===== src/csd_pkg.sv =====
// Shared types and constants for the column standardiser.
package csd_pkg;

  // command codes of an input beat
  localparam logic [2:0] CMD_CLEAR  = 3'd0;
  localparam logic [2:0] CMD_ACCUM  = 3'd1;
  localparam logic [2:0] CMD_FINAL  = 3'd2;
  localparam logic [2:0] CMD_NORM   = 3'd3;
  localparam logic [2:0] CMD_UNNORM = 3'd4;

  // register select on the APB port (paddr[2])
  localparam logic REG_SKIP_EN = 1'b0;

  // 1.0 in Q7.8 / Q8.8
  localparam logic [15:0] ONE_Q88 = 16'd256;

  // iteration count field of the serial unit
  localparam int LEN_BITS = 7;

  typedef struct packed {
    logic [2:0]         cmd;
    logic [3:0]         column;
    logic signed [15:0] sample;
  } in_t;

  typedef struct packed {
    logic signed [15:0] value_out;
    logic [3:0]         column_out;
    logic               saturated;
    logic               zero_spread;
    logic               column_skipped;
  } out_t;

  typedef enum logic [1:0] {
    SU_DIV,
    SU_MUL,
    SU_SQRT
  } su_op_e;

  typedef struct packed {
    logic                start;
    su_op_e              op;
    logic [LEN_BITS-1:0] len;
  } su_ctl_t;

  typedef struct packed {
    logic busy;
    logic done;
  } su_stat_t;

  typedef enum logic [3:0] {
    S_IDLE,
    S_DECODE,
    S_UNN,
    S_NDIV,
    S_FRD,
    S_FCOL,
    S_FQ,
    S_FM1,
    S_FM2,
    S_FA,
    S_FV,
    S_FS,
    S_OUT
  } csd_state_e;

endpackage


===== src/csd_serial_unit.sv =====
// Bit-serial divide / multiply / square root unit shared by the sequencer.
module csd_serial_unit #(
  parameter int W = 46
) (
  input  logic               clk_i,
  input  logic               rst_ni,
  input  csd_pkg::su_ctl_t   ctl_i,
  input  logic [W-1:0]       opa_i,
  input  logic [W-1:0]       opb_i,
  output csd_pkg::su_stat_t  stat_o,
  output logic [W-1:0]       res_o,
  output logic [W+1:0]       rem_o
);
  import csd_pkg::*;

  // opa is consumed MSB first: callers left-align it
  logic [W-1:0]        a_q, b_q, res_q, a_d, res_d;
  logic [W+1:0]        acc_q, acc_d;
  logic [LEN_BITS-1:0] cnt_q;
  su_op_e              op_q;
  logic                done_q;
  logic                busy;

  logic [W+1:0] sh_div, sh_sq, trial_sq, addend;

  assign busy = (cnt_q != '0);

  always_comb begin
    sh_div   = {acc_q[W:0], a_q[W-1]};
    sh_sq    = {acc_q[W-1:0], a_q[W-1:W-2]};
    trial_sq = {res_q, 2'b01};
    addend   = a_q[W-1] ? {2'b00, b_q} : '0;
    a_d      = a_q;
    acc_d    = acc_q;
    res_d    = res_q;
    case (op_q)
      SU_DIV: begin
        a_d = {a_q[W-2:0], 1'b0};
        if (sh_div >= {2'b00, b_q}) begin
          acc_d = sh_div - {2'b00, b_q};
          res_d = {res_q[W-2:0], 1'b1};
        end else begin
          acc_d = sh_div;
          res_d = {res_q[W-2:0], 1'b0};
        end
      end
      SU_MUL: begin
        a_d   = {a_q[W-2:0], 1'b0};
        acc_d = {acc_q[W:0], 1'b0} + addend;
      end
      SU_SQRT: begin
        a_d = {a_q[W-3:0], 2'b00};
        if (sh_sq >= trial_sq) begin
          acc_d = sh_sq - trial_sq;
          res_d = {res_q[W-2:0], 1'b1};
        end else begin
          acc_d = sh_sq;
          res_d = {res_q[W-2:0], 1'b0};
        end
      end
      default: begin
        a_d = a_q;
      end
    endcase
  end

  always_ff @(posedge clk_i or negedge rst_ni) begin
    if (!rst_ni) begin
      cnt_q  <= '0;
      op_q   <= SU_DIV;
      done_q <= 1'b0;
    end else begin
      done_q <= (cnt_q == LEN_BITS'(1));
      if (ctl_i.start) begin
        cnt_q <= ctl_i.len;
        op_q  <= ctl_i.op;
      end else if (busy) begin
        cnt_q <= cnt_q - LEN_BITS'(1);
      end
    end
  end

  always_ff @(posedge clk_i) begin
    if (ctl_i.start) begin
      a_q   <= opa_i;
      b_q   <= opb_i;
      acc_q <= '0;
      res_q <= '0;
    end else if (busy) begin
      a_q   <= a_d;
      acc_q <= acc_d;
      res_q <= res_d;
    end
  end

  assign stat_o = '{busy: busy, done: done_q};
  assign res_o  = res_q;
  assign rem_o  = acc_q;

  a_no_restart: assert property (@(posedge clk_i) disable iff (!rst_ni)
    ctl_i.start |-> !busy)
    else $error("serial unit started while busy");

  a_done_after_busy: assert property (@(posedge clk_i) disable iff (!rst_ni)
    done_q |-> $past(busy))
    else $error("done without a run");

  a_div_rem: assert property (@(posedge clk_i) disable iff (!rst_ni)
    (busy && op_q == SU_DIV && b_q != '0) |-> (acc_q < {2'b00, b_q}))
    else $error("partial remainder not below divisor");

endmodule


===== config.mk =====
export PLATFORM = sky130hd
export DESIGN_NAME = csd_serial_unit
export DESIGN_NICKNAME = d
export VERILOG_FILES = /design/src/csd_pkg.sv /design/src/csd_serial_unit.sv
export SDC_FILE = /design/constraint.sdc
export NUM_CORES = 1
export LEC_CHECK = 0
export ABC_AREA = 1
export BUFFER_PORTS_ARGS = -buffer_cell sky130_fd_sc_hd__buf_4
export CORE_MARGIN = 2
export CORE_UTILIZATION = 30
export DETAILED_ROUTE_END_ITERATION = 7
export PLACE_DENSITY = 0.51
export SYNTH_ARGS = -nofsm -noshare
export SYNTH_HDL_FRONTEND = slang
export SYNTH_SLANG_ARGS = --single-unit

===== constraint.sdc =====
create_clock -name clk_i -period 4.9 [get_ports clk_i]
set_clock_uncertainty 0.1 [all_clocks]
set_input_delay 0.735 -clock clk_i [delete_from_list [all_inputs] [get_ports clk_i]]
set_output_delay 0.735 -clock clk_i [all_outputs]
set_load 0.05 [all_outputs]

==> results_dict.tcl <==
set metrics [dict create \
    outcome "complete, no violations" \
    ys_seq_elements 196 \
    reg2reg_to "rem_o[33]$_SDFFE_PP0P_" \
    worstPathArrival_ns 4.05 \
    fill_cells 8027 \
    place.gp.congestion 1.03 \
    holdPathEnd "b_q[7]$_DFFE_PP_" \
    crit_start "a_q[45]$_DFFE_PP_" \
    grt_max_degree 90 \
    syn_inst 3700 \
    cp_max_fo 25 \
    crit_required_ns 5.25 \
    powerDensity_nw_per_um2 519 \
    fmax_ghz 0.270 \
    die_w_um 272 \
    p_comb_frac 0.676 \
    sw_frac_of_total 0.586 \
    avgSynthCellArea_sq_um 5.82 \
    drv_slew 0 \
    die_h_um 272 \
    wl_per_cell_um 20.4 \
    slew_headroom 0.410 \
    finalHoldViolCount 0 \
    overflow 0 \
    min_from "opb_i[7]" \
    h-tree-depth 4 \
    track_usage 0.259 \
    ios 200 \
    first_pass_iters 6 \
    seqPwrFrac 0.195 \
    io_buffers 199 \
    final_nets 4064 \
    r2r-start "a_q[45]$_DFFE_PP_" \
    grt_pass1_vias 22234 \
    p_sw_uw 7420 \
    drive_gt1_frac 0.0803 \
    max-vdd-ir-drop_uv 256 \
    clk_latency_ns 0.53 \
    crit_chain "inv_1 -> ha_1 -> fa_1 -> inv_1 -> nand3_1 -> nand2_1 -> nand2_1 -> nand2_2 -> nand2_1 -> nand2_2 -> nand2_1 -> nand4_4 -> buf_4 -> nor2_1 -> nor2_1 -> a21oi_1 -> nand2_1 -> a21oi_1" \
    vias_per_cell 5.02 \
    die_area_sq_um 73900 \
    postLayoutCoreUtil 0.343 \
    synth_warnings 0 \
    clock-root-buffer "clkbuf_16" \
    synth.distinct_cells 46 \
    initial_utilization 0.302 \
    numCtsBuffers 17 \
    rows 98 \
    end_kind "flip-flop" \
    synth_seq_area_share 0.227 \
    synth_nets 3952 \
    hold-path-cell-count 1 \
    yosys-top-cells-area "nand2_1 21%, edfxtp_1 13%, inv_1 11%" \
    path_clk_slew_ns 0.10 \
    vias 23964 \
    setup_violations 0 \
    tns_ns 0 \
    synth_flop_cell "dfxtp_1" \
    clk_path_buf_depth 2 \
    hpwl_um 80500 \
    path_buf_inv 3 \
    place_area_sq_um 23700 \
    ant_nets 0 \
    netlist.area_leader.share 0.206 \
    slowest_stage "edfxtp_1" \
    drt-initial-drc-count 2393 \
    p_int_uw 5240 \
    hp-class "in2reg" \
    netlist_area_sq_um 21500 \
    worst_setup_path_start_kind "flip-flop" \
    clkSinkCount 196 \
    syn_to_final_growth_pct 13.4 \
    synth_edf_count 92 \
    grt_pass1_wl_um 144000 \
    fp.coreArea_sq_um 71200 \
    crit_top_cell "nand2_1" \
    cp_top_family "simple AND/OR/NAND/NOR gates" \
    design_area_sq_um 24400 \
    wl_um 97300 \
    p_leak_uw 0.0128 \
    period_share 0.755 \
    pwr-share-clk 0.128 \
    yosysTopAreaCell "nand2_1" \
    dpl_worst_slack_ns 1.32 \
    r2r_slack_ns 1.20 \
    drc 0 \
    antenna_found_initial 0 \
    crit_type "reg2reg" \
    synthArstFlopShare 0.0510 \
    n_antenna_cell 0 \
    tightest_slew_ns 0.883 \
    critical_path.max_stage_delay_ns 0.44 \
    cts_tree "yes" \
    setup_ws_ns 1.20 \
    r2r_cells 18 \
    rsz0062_at_grt "false" \
    drv_cap 0 \
    fin_crit_ns 3.70 \
]
==> how the worst max path moves through the flow <==
stage	end	slack, ns	depth (start not counted)
finish	rem_o[33]$_SDFFE_PP0P_	1.20	18
global route	rem_o[8]$_SDFFE_PP0P_	0.92	17
CTS	rem_o[33]$_SDFFE_PP0P_	1.29	18
detailed placement	rem_o[33]$_SDFFE_PP0P_	1.32	18
global placement	rem_o[41]$_SDFFE_PP0P_	1.33	18
floorplan	a_q[0]$_SDFFCE_PN0P_	0.24	5
==> layout make-up <==
type	instances	area, sq um	area share
clock inverter	15	228	0.00933
sequential	196	4890	0.201
tap	950	1190	0.0487
clock buffer	17	425	0.0174
multi-input combinational	2734	13500	0.555
timing repair buffer	233	1760	0.0723
inverter	630	2370	0.0969
==> metal layers <==
layer / global-route usage / vias to the layer above / routed length [um]
met5: 0 / - / 0
met1: 0.359 / 11043 / 44700
li1: - / 11958 / -
met4: 0.0863 / 0 / 3030
met2: 0.417 / 836 / 44000
met3: 0.0293 / 127 / 5610
==> sequential cells by signal, summed over array words and instances, names as in the netlist <==
name	flops
rem_o	48
a_q	46
b_q	46
res_o	46
cnt_q	7
op_q	2
done_q	1
==> through the flow <==
step                      power, uW  cells  hold slack (ns)
final                         12700   4775            0.284
after global routing          13600   4775            0.266
after CTS                     12600   4775            0.258
after detailed placement      10900   4742            0.359
after global placement        11000   4742            0.360
after floorplan                8030   3700            0.323
==> cell families (layout without fill, tap and decap cells) <==
| logic type | count (synthesis) | in the layout | synth area share |
|---|---|---|---|
| DFF | 196 | 196 | 0.227 |
| AOI/OAI and AO/OA | 584 | 584 | 0.144 |
| adders and majority gates | 148 | 148 | 0.0867 |
| xor gates and xnor gates | 56 | 56 | 0.0228 |
| buffers and inverters | 770 | 895 | 0.145 |
| and+or+nand+nor | 1946 | 1946 | 0.374 |
==> power by group through the flow <==
stage	Combinational [uW]	Sequential, uW	Clock [uW]
2_1_floorplan	5380	2640	0
3_3_place_gp	8450	2510	0
3_5_place_dp	8400	2510	0
4_1_cts	8450	2470	1660
5_1_grt	9410	2490	1710
6_report	8570	2470	1630
==> placed cells by master, fill, tap and decap left out, types with 2 or more instances in the layout <==
| master | count |
|---|---|
| a21oi_1 | 358 |
| ha_1 | 144 |
| xor2_1 | 33 |
| buf_4 | 231 |
| o21bai_1 | 27 |
| nor3b_1 | 2 |
| inv_12 | 4 |
| or2_2 | 8 |
| dfxtp_1 | 94 |
| a21o_1 | 8 |
| nand3_1 | 247 |
| o21a_1 | 5 |
| clkinv_1 | 2 |
| ha_2 | 2 |
| nor2_2 | 7 |
| nand3b_1 | 31 |
| o21ai_1 | 15 |
| nor4_1 | 4 |
| nor2_1 | 363 |
| o211ai_1 | 17 |
| nor2_4 | 4 |
| nand2_2 | 8 |
| nand2_1 | 1181 |
| edfxtp_1 | 92 |
| dfrtp_1 | 10 |
| clkbuf_16 | 17 |
| o21ai_0 | 143 |
| nand4_4 | 2 |
| inv_1 | 622 |
| fa_1 | 2 |
| and2_1 | 10 |
| a21oi_2 | 3 |
| nand4_1 | 50 |
| xnor2_1 | 23 |
| nor3_1 | 26 |
| a31oi_1 | 3 |
| inv_2 | 5 |
| clkinv_8 | 7 |
==> what timing repair did <==
action,in CTS,in global routing
hold buffers,1,0
hold endpoints to repair,10,0
setup buffers,0,0
resized for setup,0,0
==> Yosys cell counts, types with 2 or more instances <==
master and instances:
fa_1 2, nor2_1 365, buf_1 8, ha_1 146
a21oi_2 3, o21ai_1 15, nor4_1 4, dfxtp_1 94
and2_1 10, o211ai_1 17, dfrtp_1 10, a31oi_1 4
xor2_1 33, nor3_1 26, o21a_1 5, a21oi_1 358
buf_2 9, clkbuf_1 64, buf_4 56, o21ai_0 143
nand2_1 1181, xnor2_1 23, nand3b_1 31, nand4_4 2
nor3b_1 2, nor2_2 7, nand2_2 8, nand4_1 50
inv_1 625, or2_2 8, nand3_1 247, buf_6 2
inv_2 4, o21bai_1 27, nor2_4 2, a21o_1 8
edfxtp_1 92
(Power assumes the default switching activity.)
